File: src/sv/pstn_pkg.sv
// shared types and constants of the tune sequencer
package pstn_pkg;
    typedef struct packed {
        logic [7:0] char_code;
        logic       tune_start;
    } t_in;

    typedef struct packed {
        logic [1:0]  event_kind;
        logic [6:0]  note_number;
        logic [23:0] duration_us;
        logic        replay;
        logic        last;
    } t_out;

    localparam logic [1:0] EV_TONE    = 2'd0;
    localparam logic [1:0] EV_SILENCE = 2'd1;
    localparam logic [1:0] EV_END     = 2'd2;
    localparam logic [1:0] EV_ERROR   = 2'd3;

    localparam logic [1:0] ART_NORMAL   = 2'd0;
    localparam logic [1:0] ART_LEGATO   = 2'd1;
    localparam logic [1:0] ART_STACCATO = 2'd2;

    localparam logic [2:0] PH_IDLE = 3'd0;
    localparam logic [2:0] PH_MODE = 3'd1;
    localparam logic [2:0] PH_ACC  = 3'd2;
    localparam logic [2:0] PH_NUM  = 3'd3;
    localparam logic [2:0] PH_DOTS = 3'd4;

    localparam logic [2:0] CMD_NONE = 3'd0;
    localparam logic [2:0] CMD_L    = 3'd1;
    localparam logic [2:0] CMD_O    = 3'd2;
    localparam logic [2:0] CMD_T    = 3'd3;
    localparam logic [2:0] CMD_P    = 3'd4;
    localparam logic [2:0] CMD_N    = 3'd5;
    localparam logic [2:0] CMD_NOTE = 3'd6;

    localparam logic [31:0] WHOLE_US  = 32'd240000000;
    localparam logic [6:0]  TOP_NOTE  = 7'd84;
    localparam logic [7:0]  TEMPO_DEF = 8'd120;
    localparam logic [15:0] NUM_SAT   = 16'hFFFF;
    localparam logic [4:0]  DOT_SAT   = 5'd31;

    function automatic logic [3:0] letter_step(input logic [2:0] idx);
        logic [3:0] s;
        begin
            unique case (idx)
                3'd0: s = 4'd9;
                3'd1: s = 4'd11;
                3'd2: s = 4'd0;
                3'd3: s = 4'd2;
                3'd4: s = 4'd4;
                3'd5: s = 4'd5;
                3'd6: s = 4'd7;
                default: s = 4'd0;
            endcase
            return s;
        end
    endfunction
endpackage

File: src/sv/pstn_if.sv
// valid/ready channel carrying one payload
interface pstn_if #(parameter int W = 8) (input logic i_clk);
    logic         valid;
    logic         ready;
    logic [W-1:0] data;
    modport source (output valid, output data, input ready);
    modport sink   (input valid, input data, output ready);
endinterface

File: src/sv/play_string_tune_sequencer.sv
// tune sequencer top level: character parser and event generator
// One tune character is taken per transfer on i_in; the block then drops
// ready until every event the character causes has been transferred on
// o_out. A character that completes a note or rest runs the shared 32-bit
// restoring divider twice (whole note / tempo, then / length), then walks
// the dots one per cycle (up to 31); up to three events then go to the sink.
// Divisions by 2, 4 and 8 are shifts. Payload bit layout follows t_in and
// t_out of the package.
module play_string_tune_sequencer (
    input  logic i_clk,
    input  logic i_rst_n,
    pstn_if.sink   i_in,
    pstn_if.source o_out
);
    import pstn_pkg::*;

    localparam logic [3:0] S_IDLE = 4'd0;
    localparam logic [3:0] S_PARSE = 4'd1;
    localparam logic [3:0] S_DIV1 = 4'd2;
    localparam logic [3:0] S_DIV2 = 4'd3;
    localparam logic [3:0] S_DOTS = 4'd4;
    localparam logic [3:0] S_EMIT = 4'd5;
    localparam logic [3:0] S_START = 4'd6;
    localparam logic [3:0] S_DRAIN = 4'd7;

    t_in w_in;
    assign w_in = t_in'(i_in.data);

    // player and parse state
    logic [3:0]  r_st, n_st;
    logic [7:0]  r_tempo, n_tempo;
    logic [15:0] r_dlen, n_dlen;
    logic [1:0]  r_art, n_art;
    logic [2:0]  r_oct, n_oct;
    logic        r_rep, n_rep;
    logic [2:0]  r_ph, n_ph;
    logic [2:0]  r_cmd, n_cmd;
    logic [6:0]  r_pnote, n_pnote;
    logic [15:0] r_acc, n_acc;
    logic [4:0]  r_dots, n_dots;
    logic [23:0] r_gap, n_gap;
    logic        r_stop, n_stop;
    logic [7:0]  r_c, n_c;
    // note job: rest or tone, with its length and note
    logic        r_rest, n_rest;
    logic [6:0]  r_jnote, n_jnote;
    logic [15:0] r_jlen, n_jlen;
    logic [4:0]  r_dcnt, n_dcnt;
    // shared divider
    logic [31:0] r_q, n_q;
    logic [32:0] r_rm, n_rm;
    logic [31:0] r_dv, n_dv;
    logic [5:0]  r_it, n_it;
    logic [31:0] r_p, n_p;
    logic [31:0] r_ext, n_ext;
    // event queue, up to three
    t_out        r_ev [3];
    t_out        n_ev [3];
    logic [1:0]  r_ecnt, n_ecnt;
    logic [1:0]  r_eptr, n_eptr;

    assign i_in.ready  = (r_st == S_IDLE);
    assign o_out.valid = (r_st == S_DRAIN);
    assign o_out.data  = r_ev[r_eptr];

    logic [32:0] w_sub;
    assign w_sub = {r_rm[31:0], r_q[31]} - {1'b0, r_dv};

    always_comb begin
        logic [7:0]  c;
        logic        dig;
        logic [3:0]  dv;
        logic        go_start;
        logic        go_finish;
        logic [19:0] v;
        logic [31:0] s;
        t_out        e;
        n_st = r_st; n_tempo = r_tempo; n_dlen = r_dlen; n_art = r_art;
        n_oct = r_oct; n_rep = r_rep; n_ph = r_ph; n_cmd = r_cmd;
        n_pnote = r_pnote; n_acc = r_acc; n_dots = r_dots; n_gap = r_gap;
        n_stop = r_stop; n_c = r_c; n_rest = r_rest; n_jnote = r_jnote;
        n_jlen = r_jlen; n_dcnt = r_dcnt; n_q = r_q; n_rm = r_rm; n_dv = r_dv;
        n_it = r_it; n_p = r_p; n_ext = r_ext; n_ev = r_ev;
        n_ecnt = r_ecnt; n_eptr = r_eptr;
        c = r_c;
        dig = (c >= 8'h30) && (c <= 8'h39);
        dv = c[3:0];
        go_start = 1'b0; go_finish = 1'b0;
        v = 20'd0; s = 32'd0;
        e = '0;
        unique case (r_st)
            S_IDLE: begin
                if (i_in.valid) begin
                    n_ecnt = 2'd0; n_eptr = 2'd0;
                    if (w_in.tune_start) begin
                        n_tempo = TEMPO_DEF; n_dlen = 16'd4; n_art = ART_NORMAL;
                        n_oct = 3'd4; n_rep = 1'b0; n_ph = PH_IDLE;
                        n_cmd = CMD_NONE; n_pnote = 7'd0; n_acc = 16'd0;
                        n_dots = 5'd0; n_gap = 24'd0; n_stop = 1'b0;
                    end
                    // fold lower case onto upper case
                    n_c = (w_in.char_code >= 8'h61 && w_in.char_code <= 8'h7A)
                        ? w_in.char_code - 8'd32 : w_in.char_code;
                    if ((r_stop && !w_in.tune_start) || w_in.char_code == 8'd32
                        || (w_in.char_code >= 8'd9 && w_in.char_code <= 8'd13))
                        n_st = S_IDLE;
                    else
                        n_st = S_PARSE;
                end
            end
            S_PARSE: begin
                n_st = S_DRAIN;
                unique case (r_ph)
                    PH_MODE: begin
                        n_ph = PH_IDLE;
                        if (c == "N") n_art = ART_NORMAL;
                        else if (c == "L") n_art = ART_LEGATO;
                        else if (c == "S") n_art = ART_STACCATO;
                        else if (c == "F") n_rep = 1'b0;
                        else if (c == "B") n_rep = 1'b1;
                        else begin
                            e.event_kind = EV_ERROR;
                            n_ev[0] = e; n_ecnt = 2'd1;
                            n_rep = 1'b0; n_stop = 1'b1; n_ph = PH_IDLE;
                            n_cmd = CMD_NONE; n_acc = 16'd0; n_dots = 5'd0;
                        end
                    end
                    PH_ACC: begin
                        if (c == "#" || c == "+") begin
                            if (r_pnote < TOP_NOTE) n_pnote = r_pnote + 7'd1;
                            n_ph = PH_NUM;
                        end else if (c == "-") begin
                            if (r_pnote > 7'd1) n_pnote = r_pnote - 7'd1;
                            n_ph = PH_NUM;
                        end else if (dig) begin
                            n_acc = {12'd0, dv}; n_ph = PH_NUM;
                        end else if (c == ".") begin
                            n_dots = 5'd1; n_ph = PH_DOTS;
                        end else go_finish = 1'b1;
                    end
                    PH_NUM: begin
                        if (dig) begin
                            v = {r_acc, 3'd0} + {2'd0, r_acc, 1'b0} + {16'd0, dv};
                            n_acc = (v > {4'd0, NUM_SAT}) ? NUM_SAT : v[15:0];
                        end else if (r_cmd == CMD_N && r_acc > {9'd0, TOP_NOTE}) begin
                            e.event_kind = EV_ERROR;
                            n_ev[0] = e; n_ecnt = 2'd1;
                            n_rep = 1'b0; n_stop = 1'b1; n_ph = PH_IDLE;
                            n_cmd = CMD_NONE; n_acc = 16'd0; n_dots = 5'd0;
                        end else begin
                            if (r_cmd == CMD_N) n_pnote = r_acc[6:0];
                            if (c == "." && (r_cmd == CMD_P || r_cmd == CMD_N
                                             || r_cmd == CMD_NOTE)) begin
                                n_dots = 5'd1; n_ph = PH_DOTS;
                            end else go_finish = 1'b1;
                        end
                    end
                    PH_DOTS: begin
                        if (c == ".") begin
                            if (r_dots < DOT_SAT) n_dots = r_dots + 5'd1;
                        end else go_finish = 1'b1;
                    end
                    default: begin
                        n_ph = PH_IDLE;
                        go_start = 1'b1;
                    end
                endcase
                if (go_finish) begin
                    // complete the pending item, the character then starts anew
                    n_st = S_START;
                    n_ph = PH_IDLE; n_cmd = CMD_NONE; n_acc = 16'd0;
                    unique case (r_cmd)
                        CMD_L: begin
                            if (r_acc == 16'd0) begin
                                e.event_kind = EV_ERROR;
                                n_ev[0] = e; n_ecnt = 2'd1;
                                n_rep = 1'b0; n_stop = 1'b1; n_dots = 5'd0;
                                n_st = S_DRAIN;
                            end else n_dlen = r_acc;
                        end
                        CMD_O: n_oct = (r_acc > 16'd6) ? 3'd6 : r_acc[2:0];
                        CMD_T: begin
                            if (r_acc < 16'd32 || r_acc > 16'd255) begin
                                e.event_kind = EV_ERROR;
                                n_ev[0] = e; n_ecnt = 2'd1;
                                n_rep = 1'b0; n_stop = 1'b1; n_dots = 5'd0;
                                n_st = S_DRAIN;
                            end else n_tempo = r_acc[7:0];
                        end
                        CMD_P, CMD_N, CMD_NOTE: begin
                            n_rest = (r_cmd == CMD_P)
                                || (r_cmd == CMD_N && n_pnote == 7'd0);
                            n_jnote = n_pnote;
                            n_jlen = (r_cmd == CMD_P) ? r_acc
                                : (r_cmd == CMD_N || r_acc == 16'd0) ? r_dlen : r_acc;
                            n_dcnt = n_dots;
                            n_q = WHOLE_US; n_rm = 33'd0;
                            n_dv = {24'd0, (r_tempo == 8'd0) ? 8'd1 : r_tempo};
                            n_it = 6'd0;
                            n_st = S_DIV1;
                        end
                        default: ;
                    endcase
                    n_dots = (n_st == S_DIV1) ? n_dots : 5'd0;
                end
            end
            S_DIV1, S_DIV2: begin
                // one quotient bit per cycle
                if (r_it == 6'd32) begin
                    if (r_st == S_DIV1) begin
                        n_q = r_q; n_rm = 33'd0;
                        n_dv = {16'd0, (r_jlen == 16'd0) ? 16'd1 : r_jlen};
                        n_it = 6'd0; n_st = S_DIV2;
                    end else begin
                        if (r_rest) s = 32'd0;
                        else if (r_art == ART_NORMAL) s = r_q >> 3;
                        else if (r_art == ART_STACCATO) s = r_q >> 2;
                        else s = 32'd0;
                        n_p = r_q - s;
                        n_ext = (r_q - s) >> 1;
                        n_rm = {1'b0, s};
                        if (!r_rest) n_gap = s[23:0];
                        n_st = S_DOTS;
                    end
                end else begin
                    n_it = r_it + 6'd1;
                    if (!w_sub[32]) begin
                        n_rm = w_sub;
                        n_q = {r_q[30:0], 1'b1};
                    end else begin
                        n_rm = {r_rm[31:0], r_q[31]};
                        n_q = {r_q[30:0], 1'b0};
                    end
                end
            end
            S_DOTS: begin
                if (r_dcnt != 5'd0) begin
                    n_p = r_p + r_ext; n_ext = r_ext >> 1;
                    n_dcnt = r_dcnt - 5'd1;
                end else begin
                    e.event_kind = r_rest ? EV_SILENCE : EV_TONE;
                    e.note_number = r_rest ? 7'd0 : r_jnote;
                    e.duration_us = r_p[23:0];
                    n_ev[0] = e; n_ecnt = 2'd1;
                    if (r_rm[31:0] != 32'd0) begin
                        e = '0;
                        e.event_kind = EV_SILENCE;
                        e.duration_us = r_rm[23:0];
                        n_ev[1] = e; n_ecnt = 2'd2;
                    end
                    n_dots = 5'd0;
                    n_st = r_stop ? S_DRAIN : S_EMIT;
                end
            end
            S_START: begin
                go_start = 1'b1;
                n_st = S_DRAIN;
            end
            default: ;
        endcase
        if (r_st == S_EMIT) n_st = S_START;
        if (go_start) begin
            n_st = S_DRAIN;
            e = '0;
            unique case (c)
                8'd0: begin
                    e.event_kind = EV_END; e.replay = r_rep;
                    n_ev[n_ecnt] = e; n_ecnt = n_ecnt + 2'd1;
                    if (r_rep) begin
                        n_tempo = TEMPO_DEF; n_dlen = 16'd4; n_art = ART_NORMAL;
                        n_oct = 3'd4; n_rep = 1'b0; n_pnote = 7'd0; n_gap = 24'd0;
                    end else n_stop = 1'b1;
                    n_ph = PH_IDLE; n_cmd = CMD_NONE; n_acc = 16'd0; n_dots = 5'd0;
                end
                "L": begin n_cmd = CMD_L; n_ph = PH_NUM; n_acc = 16'd0; end
                "O": begin n_cmd = CMD_O; n_ph = PH_NUM; n_acc = 16'd0; end
                "T": begin n_cmd = CMD_T; n_ph = PH_NUM; n_acc = 16'd0; end
                "P": begin
                    n_cmd = CMD_P; n_ph = PH_NUM; n_acc = 16'd0; n_dots = 5'd0;
                end
                "N": begin
                    n_cmd = CMD_N; n_ph = PH_NUM; n_acc = 16'd0; n_dots = 5'd0;
                end
                "<": if (n_oct > 3'd0) n_oct = n_oct - 3'd1;
                ">": if (n_oct < 3'd6) n_oct = n_oct + 3'd1;
                "M": n_ph = PH_MODE;
                "A", "B", "C", "D", "E", "F", "G": begin
                    n_pnote = 7'({3'd0, letter_step(3'(c - 8'h41))})
                        + 7'({n_oct, 3'd0}) + 7'({n_oct, 2'd0}) + 7'd1;
                    n_cmd = CMD_NOTE; n_ph = PH_ACC; n_acc = 16'd0; n_dots = 5'd0;
                end
                default: begin
                    e.event_kind = EV_ERROR;
                    n_ev[n_ecnt] = e; n_ecnt = n_ecnt + 2'd1;
                    n_rep = 1'b0; n_stop = 1'b1; n_ph = PH_IDLE;
                    n_cmd = CMD_NONE; n_acc = 16'd0; n_dots = 5'd0;
                end
            endcase
        end
        if (n_st == S_DRAIN && r_st != S_DRAIN) begin
            n_eptr = 2'd0;
            if (n_ecnt == 2'd0) n_st = S_IDLE;
            else n_ev[n_ecnt - 2'd1].last = 1'b1;
        end
        if (r_st == S_DRAIN && o_out.ready) begin
            if (r_eptr + 2'd1 == r_ecnt) n_st = S_IDLE;
            else n_eptr = r_eptr + 2'd1;
        end
    end

    always_ff @(posedge i_clk) begin
        if (!i_rst_n) begin
            r_st <= S_IDLE; r_tempo <= TEMPO_DEF; r_dlen <= 16'd4;
            r_art <= ART_NORMAL; r_oct <= 3'd4; r_rep <= 1'b0; r_ph <= PH_IDLE;
            r_cmd <= CMD_NONE; r_pnote <= 7'd0; r_acc <= 16'd0; r_dots <= 5'd0;
            r_gap <= 24'd0; r_stop <= 1'b1; r_ecnt <= 2'd0; r_eptr <= 2'd0;
        end else begin
            r_st <= n_st; r_tempo <= n_tempo; r_dlen <= n_dlen; r_art <= n_art;
            r_oct <= n_oct; r_rep <= n_rep; r_ph <= n_ph; r_cmd <= n_cmd;
            r_pnote <= n_pnote; r_acc <= n_acc; r_dots <= n_dots;
            r_gap <= n_gap; r_stop <= n_stop; r_ecnt <= n_ecnt; r_eptr <= n_eptr;
        end
        r_c <= n_c; r_rest <= n_rest; r_jnote <= n_jnote; r_jlen <= n_jlen;
        r_dcnt <= n_dcnt; r_q <= n_q; r_rm <= n_rm; r_dv <= n_dv; r_it <= n_it;
        r_p <= n_p; r_ext <= n_ext; r_ev <= n_ev;
    end
endmodule

File: src/flat_wrapper.sv
// flat-port wrapper written by rule: the top's interface ports become plain ports
module play_string_tune_sequencer_flat import pstn_pkg::*;
  (i_clk, i_rst_n, i_in_valid, i_in_data, i_in_ready, o_out_valid, o_out_data, o_out_ready);
  pstn_if #(.W($bits(t_in))) i_in_i (.i_clk(i_clk));
  pstn_if #(.W($bits(t_out))) o_out_i (.i_clk(i_clk));
  input  logic i_clk;
  input  logic i_rst_n;
  input wire logic [$bits(i_in_i.valid)-1:0] i_in_valid;
  input wire logic [$bits(i_in_i.data)-1:0] i_in_data;
  output wire logic [$bits(i_in_i.ready)-1:0] i_in_ready;
  output wire logic [$bits(o_out_i.valid)-1:0] o_out_valid;
  output wire logic [$bits(o_out_i.data)-1:0] o_out_data;
  input wire logic [$bits(o_out_i.ready)-1:0] o_out_ready;
  assign i_in_i.valid = i_in_valid;
  assign i_in_i.data = i_in_data;
  assign i_in_ready = i_in_i.ready;
  assign o_out_valid = o_out_i.valid;
  assign o_out_data = o_out_i.data;
  assign o_out_i.ready = o_out_ready;
  play_string_tune_sequencer u_core (.i_clk(i_clk), .i_rst_n(i_rst_n), .i_in(i_in_i), .o_out(o_out_i));
endmodule
File: config.mk
export PLATFORM = sky130hd
export DESIGN_NAME = play_string_tune_sequencer_flat
export DESIGN_NICKNAME = d
export VERILOG_FILES = /design/src/sv/pstn_pkg.sv /design/src/sv/pstn_if.sv /design/src/sv/play_string_tune_sequencer.sv /design/src/flat_wrapper.sv
export SDC_FILE = /design/constraint.sdc
export NUM_CORES = 1
export LEC_CHECK = 0
export ABC_AREA = 1
export BUFFER_PORTS_ARGS = -buffer_cell sky130_fd_sc_hd__buf_2
export CAP_MARGIN = 20
export CORE_MARGIN = 2
export CORE_UTILIZATION = 58
export CTS_CLUSTER_DIAMETER = 150
export DETAILED_ROUTE_END_ITERATION = 10
export PLACE_DENSITY_LB_ADDON = 0.08
export SETUP_SLACK_MARGIN = 0.3
export SYNTH_ARGS = -nofsm -noshare
export SYNTH_HDL_FRONTEND = slang
export SYNTH_SLANG_ARGS = --single-unit
File: constraint.sdc
create_clock -name i_clk -period 5.5 [get_ports i_clk]
set_input_delay 1.1 -clock i_clk [delete_from_list [all_inputs] [get_ports i_clk]]
set_output_delay 1.1 -clock i_clk [all_outputs]
set_load 0.005 [all_outputs]
# After elaboration in Yosys (flattened, before gate mapping)
# Index checks and enable logic that the tools add are counted.
[classes] order_cmp=21 mux=293 n_bitwise=6 eq_ne=57 add_sub_neg=20 n_reduce_logical=51
[ops] operator="two-way mux 32 bit" count=22
[ops] operator="two-way mux 35 bit" count=15
[ops] operator="two-way mux 16 bit" count=27
[ops] operator="one-hot mux 32 bit (2 select lines)" count=5
[ops] operator="two-way mux 105 bit" count=3
[ops] operator="bitwise mux 105 bit" count=2
[ops] operator="one-hot mux 105 bit (2 select lines)" count=1
[ops] operator="one-hot mux 35 bit (2 select lines)" count=3
[ops] operator="demux 35 bit (select 2 bit)" count=2
[ops] operator="two-way mux 5 bit" count=26
[ops] operator="== test 8 x 7 -> 1 bit (second input constant)" count=14
[ops] operator="bitwise AND 99 bit" count=1
[ops] operator="inverter 99 bit" count=1
[ops] operator="two-way mux 3 bit" count=32
[ops] operator="two-way mux 7 bit" count=13
[ops] operator="two-way mux 8 bit" count=10
[ops] operator="binary-select mux 35 bit (select 2 bit)" count=1
[ops] operator="two-way mux 70 bit" count=1
[ops] operator="one-hot mux 16 bit (2 select lines)" count=2
[ops] operator="two-way mux 2 bit" count=30
[ops] operator="two-way mux 30 bit" count=2
[ops] operator="== test 8 x 6 -> 1 bit (second input constant)" count=7
[ops] operator="two-way mux 4 bit" count=14
[ops] operator="one-hot mux 16 bit (3 select lines)" count=1
[ops] operator="92 further kinds" count=213
[word_totals] register_bits=381 elab_cells=488 out_inout_bits=37 input_bits=13

# Logic depth before layout (Yosys ltp)
# Gate-level depths: netlist (run 1).
[depth] ltp_word=23 mapped_depth=25 mapped_depth_nobuf=24

# Worst setup path before layout (run 1)
# No wires, ideal clock.
[synth_path] path_kind="reg2reg" startpoint="register u_core.r_dcnt[0]" endpoint="register u_core.r_ext[0] (enable)" setup_time_ns=0.550 path_buffers=1 t_required_ns=4.950 path_stages_with_launch=9 arrival_time_ns=5.277 setup_slack_ns=-0.327 period_less_slack_ns=5.827 cell_sequence="edfxtp_1 inv_1 ha_1 nand2_1 nor2_4 inv_1 nor2_2 clkbuf_1 a211oi_1"
[synth_between] elab_chain_len=3
[synth_lines] item="start: declaration" line_no="play_string_tune_sequencer.sv:48" source="logic [4:0] r_dcnt, n_dcnt;"
[synth_lines] item="start signal: assignment" line_no="play_string_tune_sequencer.sv:324" source="r_dcnt <= n_dcnt; r_q <= n_q; r_rm <= n_rm; r_dv <= n_dv; r_it <= n_it;"
[synth_lines] item="nonzero test 5 bit" line_no="play_string_tune_sequencer.sv:237" source="if (r_dcnt != 5'd0) begin"
[synth_lines] item="!= test 2 x 1 -> 1 bit (no source line)"
[synth_lines] item="AND reduction 4 bit (no source line)"
[synth_lines] item="end signal: assignment" line_no="play_string_tune_sequencer.sv:325" source="r_p <= n_p; r_ext <= n_ext; r_ev <= n_ev;"
[synth_lines] item="end: declaration" line_no="play_string_tune_sequencer.sv:55" source="logic [31:0] r_ext, n_ext;"
# No other way between the ends.
# A chain may end at the register's enable or synchronous reset.

# Worst setup path after layout (run 1)
[layout_path] startpoint="register u_core.r_ph[1]" endpoint="register u_core.r_pnote[6]"
[layout_between] elab_chain_len=10 word_cells_on_any_way=20 cone_classes="add/sub: 3; eq/ne: 4; mux: 12; reduce/logical: 1"
[layout_lines] item="start: declaration" line_no="play_string_tune_sequencer.sv:36" source="logic [2:0] r_ph, n_ph;"
[layout_lines] item="start signal: assignment" line_no="play_string_tune_sequencer.sv:319" source="r_oct <= n_oct; r_rep <= n_rep; r_ph <= n_ph; r_cmd <= n_cmd;"
[layout_lines] item="== test 3 bit or == test 3 x 2 -> 1 bit (tied branches)" line_no="play_string_tune_sequencer.sv:113" source="unique case (r_ph)"
[layout_lines] item="one-hot mux 1 bit (3 select lines)" line_no="play_string_tune_sequencer.sv:113"
[layout_lines] item="two-way mux 1 bit" line_no="play_string_tune_sequencer.sv:91" source="unique case (r_st)"
[layout_lines] item="two-way mux 3 bit" line_no="play_string_tune_sequencer.sv:168" source="if (go_finish) begin"
[layout_lines] item="one-hot mux 3 bit (2 select lines)" line_no="play_string_tune_sequencer.sv:91"
[layout_lines] item="adder 4 x 6 -> 7 bit" line_no="play_string_tune_sequencer.sv:289" source="+ 7'({n_oct, 3'd0}) + 7'({n_oct, 2'd0}) + 7'd1;"
[layout_lines] item="adder 7 x 5 -> 7 bit" line_no="play_string_tune_sequencer.sv:289"
[layout_lines] item="adder 7 x 1 -> 7 bit" line_no="play_string_tune_sequencer.sv:289"
[layout_lines] item="one-hot mux 7 bit (2 select lines)" line_no="play_string_tune_sequencer.sv:265" source="unique case (c)"
[layout_lines] item="two-way mux 7 bit *" line_no="play_string_tune_sequencer.sv:262" source="if (go_start) begin"
[layout_lines] item="end signal: assignment" line_no="play_string_tune_sequencer.sv:320" source="r_pnote <= n_pnote; r_acc <= n_acc; r_dots <= n_dots;"
[layout_lines] item="end: declaration" line_no="play_string_tune_sequencer.sv:38" source="logic [6:0] r_pnote, n_pnote;"
# Mark *: on every way between the ends. The rest lies on a longest branch, timed or not. The select of a mux whose other input is x is not followed.

==> flow_summary.ini, run 1 <==
[outcome]
status = complete, no violations

[global_routing]
antenna_found_initial = 0
grt_use_total_pct = 31.7
grt_overflow = 0
grt_max_degree = 71
grt_pass1_vias = 20700
grt_pass1_wl_um = 107000

[floorplan]
die_h_um = 207
coreArea_um2 = 40700
start_util_pct = 58.6
die-area_um2 = 42800
io_pins = 50
rows = 74
die_x_um = 207

[synthesis]
syn_nets = 3390
synth-async-reset-ratio_pct = 0
synthTopCellsByArea = edfxtp_1 27%, dfxtp_1 12%, nand2_1 12%
synth_area_um2 = 23900
yosys_register_bits = 356
yosys.area.top_type = edfxtp_1
synthCells = 3250
yosysTopAreaCellShare_pct = 26.7
syn_area_per_cell_um2 = 7.34
synth.distinct_cells = 62
yosys_warnings = 0
synth-edff-count = 212
synthFlopType = edfxtp_1
synth-seq-area-share_pct = 38.8

[cells_and_area]
drive_gt1_share_pct = 7.54
diodes = 0
postLayoutCoreUtil_pct = 63.6
fin_nets = 3397
num-fill-cells = 3624
stdcell_count = 3822
multi_input_area_um2 = 12300
areaGrowthSynthToFinish_pct = 8.64
regArea_um2 = 9250

[critical_path]
crit_arrival_ps = 4890
endpoint_kind = flop
cp.required_ps = 5920
critPathKind = reg2reg
crit_path_max_fanout = 11
start_kind = flop

[sta]
skew_ps = 33.4
relSlewSlack_pct = 27.9
rsz0062_at_grt = false
tightest_slew_ps = 1080
period_minus_slack_ps = 4470
min_period_over_period_pct = 81.2
hold_violations = 0
timing.fmax_ghz = 0.224
tns_ps = 0
slew_violations = 0
setup_viol = 0

[clocking]
root_buffer = clkbuf_16
cts.path.max_buffers = 3
cts_resized = 0
cts_sinks = 356
cts_setup_buffers = 0
clk_pin_slew_ps = 60
clk_latency_ps = 580
hold_buffers = 0
cts_tree = built
cts_htree_levels = 2
cts_buffers = 41

[flow_run]
maxCapViolCount = 0

[detailed_routing]
viasPerCell = 5.80
dr_total_vias = 22200
drtPass1Iterations = 6
finalWirelength_um = 68500
avgRoutedWirePerCell_um = 17.9
drc_errors = 0
drt_iter0_drc = 1799
ant_nets = 0

[placed_design]
dp_hpwl_um = 50500
place_congestion = 0.985
place.port_buffers = 49
dp.cells = 3745

[power]
power.density_nw_per_um2 = 491
leakagePower_nw = 11.1
peakVddDrop_mv = 0.273

[worst_hold_path]
min_path_type = reg2reg
==> layout by cell type, fill, tap and decap left out, drive strengths merged, types with 33 or more instances in the layout <==
master and count:
nand2 770, inv 471, o21ai 350, a21oi 268
nor2 259, edfxtp 212, nand3 168, dfxtp 144
ha 121, buf 81, o211ai 61, clkbuf 52
nor3 42, o22ai 33
==> stage by stage <==
stage / setup WS [ps] / instance area (um^2) / power [mW] / hold slack (ps)
2_1_floorplan: 1580 / 23900 / 8.22 / 430
3_3_place_gp: 1320 / 24500 / 9.65 / 441
3_5_place_dp: 1190 / 24500 / 9.78 / 444
4_1_cts: 1160 / 25900 / 12.7 / 453
5_1_grt: 751 / 25900 / 13.6 / 467
6_report: 1030 / 25900 / 12.7 / 449
==> cells in the mapped netlist, types with 13 or more instances <==
master / n
nand2_1: 757
ha_1: 121
o21ai_0: 341
xnor2_1: 23
nand3_1: 161
o22ai_1: 33
nor2_1: 250
nor4_1: 21
dfxtp_1: 144
edfxtp_1: 212
nor3_1: 38
o211ai_2: 22
inv_2: 31
o211ai_1: 39
a221oi_1: 24
nand4_1: 26
xor2_1: 31
a31oi_1: 20
clkbuf_1: 81
inv_1: 436
buf_2: 17
a21o_1: 13
a21oi_1: 268
==> registers in the layout (all words and copies together) (netlist names), 6 cells and up, named ones only <==
name            count
u_core.r_c          8
u_core.r_jlen      16
u_core.r_ev        71
u_core.r_ext       31
u_core.r_dlen      16
u_core.r_jnote      7
u_core.r_pnote      7
u_core.r_acc       16
u_core.r_q         32
u_core.r_tempo      8
u_core.r_p         24
u_core.r_dv        16
u_core.r_rm        32
u_core.r_it         6
==> path summary, 6_finish.rpt <==
check / start / to / slack [ps] / depth (start not counted)
worst max-delay path: u_core.r_ph[1] / u_core.r_pnote[6] / 1030 / 19
worst min-delay path: u_core.r_ev[64] / u_core.r_ev[64] / 450 / 2
worst max register to register: u_core.r_ph[1] / u_core.r_pnote[6] / 1030 / 19
worst min register to register: u_core.r_ev[64] / u_core.r_ev[64] / 450 / 2
==> routing by layer <==
layer / GRT usage (%) / routed length [um] / up-vias
li1: - / - / 11000
met1: 40.0 / 29000 / 10300
met2: 54.1 / 32900 / 697
met3: 3.42 / 3450 / 154
met4: 15.8 / 3150 / 0
met5: 0 / 0 / -
==> critical path, cell delays in order (launching register included) <==
cell and delay, ps:
dfxtp_1 400, inv_2 90, nor2_1 600, nand2_1 320, nor2_1 250, nand2_1 90, nand2_2 90, nand2_4 70
nand2_4 130, inv_1 90, nor2_1 240, nand2_1 80, o21ai_1 300, fa_1 530, ha_1 360, a31o_2 240
a21oi_1 130, nor2_1 50, o211ai_1 170, a21oi_1 90
==> power by group <==
part | leakage (nW) | total [mW] | internal (mW) | switching (mW)
clock | 0.682 | 2.90 | 1.71 | 1.19
sequential | 3.12 | 4.37 | 3.83 | 0.540
combinational | 7.33 | 5.47 | 1.75 | 3.71
==> cell type report <==
type / instances / share of cell area [%]
Multi-Input combinational cell: 2303 / 47.6
Sequential cell: 356 / 35.7
Inverter: 474 / 6.86
Clock buffer: 52 / 4.23
Tap cell: 532 / 2.57
Timing Repair Buffer: 81 / 1.92
Clock inverter: 24 / 1.15
==> logic make-up (layout without fill, tap and decap cells) <==
family                     Yosys count  in the layout  share of synthesized area, %
and+or+nand+nor                   1305           1305                          23.1
AOI/OAI and AO/OA                  817            817                          19.7
buffers and inverters              591            631                          9.65
DFF                                356            356                          38.8
adders and majority gates          127            127                          6.85
xor gates and xnor gates            54             54                          1.98
No activity file was read; power rests on OpenSTA's default activity.
==> inputs of run 2 (changes only) <==
clock period = 3.9 ns   (was 5.5 ns; I/O delays follow)
==> run 2 against run 1 <==
- worst setup slack worse by 610 ps
- first-iteration DRC count is 24% higher
- highest routed layer is now met5
- power grew 41%
- final cell count increased by 1.3%
- final area rose by 1.7%
- clock skew down 7.4 ps
- sequential power rose by 40%
==> flow_summary.ini, run 2 (synthesized netlist as in run 1, its figures left out) <==
[outcome]
status = complete, no violations

[floorplan]
rows = 74
die-area_um2 = 42800
die_h_um = 207
coreArea_um2 = 40700
die_x_um = 207
start_util_pct = 58.6
io_pins = 50

[clocking]
clk_pin_slew_ps = 60
cts_htree_levels = 2
hold_buffers = 0
clk_latency_ps = 570
cts_sinks = 356
cts_tree = built
cts.path.max_buffers = 3
root_buffer = clkbuf_16
cts_buffers = 42

[critical_path]
crit_path_max_fanout = 36
crit_arrival_ps = 3920
cp_common_cell = inv_1
r2r-start = u_core.r_ph[2]
cp.required_ps = 4340
critical-path-slowest-cell = nand3_4
start_kind = flop
crit_start = u_core.r_ph[2]
worstPathCellList = inv_1 -> nand2_1 -> inv_1 -> nor3_1 -> a21oi_1 -> inv_1 -> nand2_1 -> inv_1 -> nand3_4 -> o211ai_1 -> o21ai_0
endpoint_kind = flop
max_stage_delay_ps = 500
critPathKind = reg2reg
r2r_cells = 11

[sta]
period_minus_slack_ps = 3480
rsz0062_at_grt = true
relSlewSlack_pct = 48.3
holdWs_ps = 396
hold_violations = 0
tightest_slew_ps = 775
min_period_over_period_pct = 89.2
slew_violations = 0
skew_ps = 26.0
worst_slack_ps = 420
timing.fmax_ghz = 0.287
setup_viol = 0

[global_routing]
grt_use_total_pct = 32.4
grt_pass1_vias = 21200
antenna_found_initial = 1
grt_overflow = 0
grt_pass1_wl_um = 110000
grt_max_degree = 71

[cells_and_area]
fin_nets = 3445
regMostFlops = u_core.r_ev
num-fill-cells = 3679
drive_gt1_share_pct = 9.65
layout_common_cells = 757 x nand2_1, 433 x inv_1, 336 x o21ai_0
areaGrowthSynthToFinish_pct = 10.5
largest_reg_flops = 71
final_common_cell = nand2_1
diodes = 0
reg_top3 = u_core.r_ev: 71 flops, u_core.r_q: 32 flops, u_core.r_rm: 32 flops
regArea_um2 = 9260
postLayoutCoreUtil_pct = 64.7
multi_input_area_um2 = 12400

[power]
leakagePower_nw = 11.4
power.density_nw_per_um2 = 683
peakVddDrop_mv = 0.400

[detailed_routing]
drtPass1Iterations = 5
viasPerCell = 5.83
avgRoutedWirePerCell_um = 18.0
ant_nets = 0
dr_total_vias = 22500
drt_iter0_drc = 2224
drc_errors = 0
finalWirelength_um = 69800

[placed_design]
dp_hpwl_um = 52100
place_congestion = 0.971
place_ws_ps = -73.0
place.port_buffers = 49

[worst_hold_path]
worstHoldPathCells = 1
min_path_type = in2reg
hp-start = i_in_data[3]

[flow_run]
maxCapViolCount = 0
==> run 2: cell count changes in the layout (fill, tap and decap cells not counted), moves of 4 or more <==
cell / change
o21ai_2: +4
nor2_2: +8
buf_4: +43
nor2_1: -9
dfxtp_1: -7
o21ai_0: -4
dfxtp_2: +6
nand3_4: +4
==> run 2: repair_timing <==
item,in CTS,in global routing
resized for setup,6,35
setup endpoints to repair,11,60
setup buffers,0,9
pin swaps,0,4
==> run 2: worst max-delay path: cells and delay by family, from the launching register on <==
family | cells | cell delay (ps)
AOI/OAI and AO/OA | 3 | 700
buffers and inverters | 4 | 920
DFF | 1 | 400
and+or+nand+nor | 4 | 1350
==> run 2: final timing paths <==
check                          end  slack, ps
hold reg to reg    u_core.r_ev[64]        450
hold / removal       u_core.r_c[2]        400
setup reg to reg  u_core.r_ev[103]        420
setup / recovery  u_core.r_ev[103]        420
==> run 2: metrics by stage <==
step                      total power [mW]  setup TNS (ps)  cell area, um^2  instances
after detailed placement              13.9            -109            24800       3783
after global routing                  19.3               0            26400       3870
after floorplan                       11.6               0            23900       3250
final                                 18.0               0            26400       3870
after CTS                             17.9               0            26200       3860
after global placement                13.7               0            24800       3783
==> run 2: cell type report <==
type	count	share of cell area [%]
Clock buffer	56	4.34
Tap cell	532	2.52
Sequential cell	356	35.1
Timing Repair Buffer	128	3.35
Clock inverter	21	0.745
Multi-Input combinational cell	2303	47.2
Inverter	474	6.75
==> run 2: per-layer routing <==
layer | part of all wire, % | up-vias | wire, um | track usage [%]
met5 | 0.019 | - | 13 | 0
met4 | 4.4 | 2 | 3060 | 14.6
met3 | 5.7 | 187 | 4010 | 3.67
met2 | 49 | 839 | 34300 | 56.4
met1 | 41 | 10500 | 28500 | 40.5
li1 | - | 11100 | - | -
==> run 2: power by group <==
part | internal, mW | total [mW] | leakage, nW | switching (mW)
registers | 5.40 | 6.11 | 3.12 | 0.712
logic | 2.61 | 7.99 | 7.59 | 5.39
clock network | 2.27 | 3.91 | 0.649 | 1.64
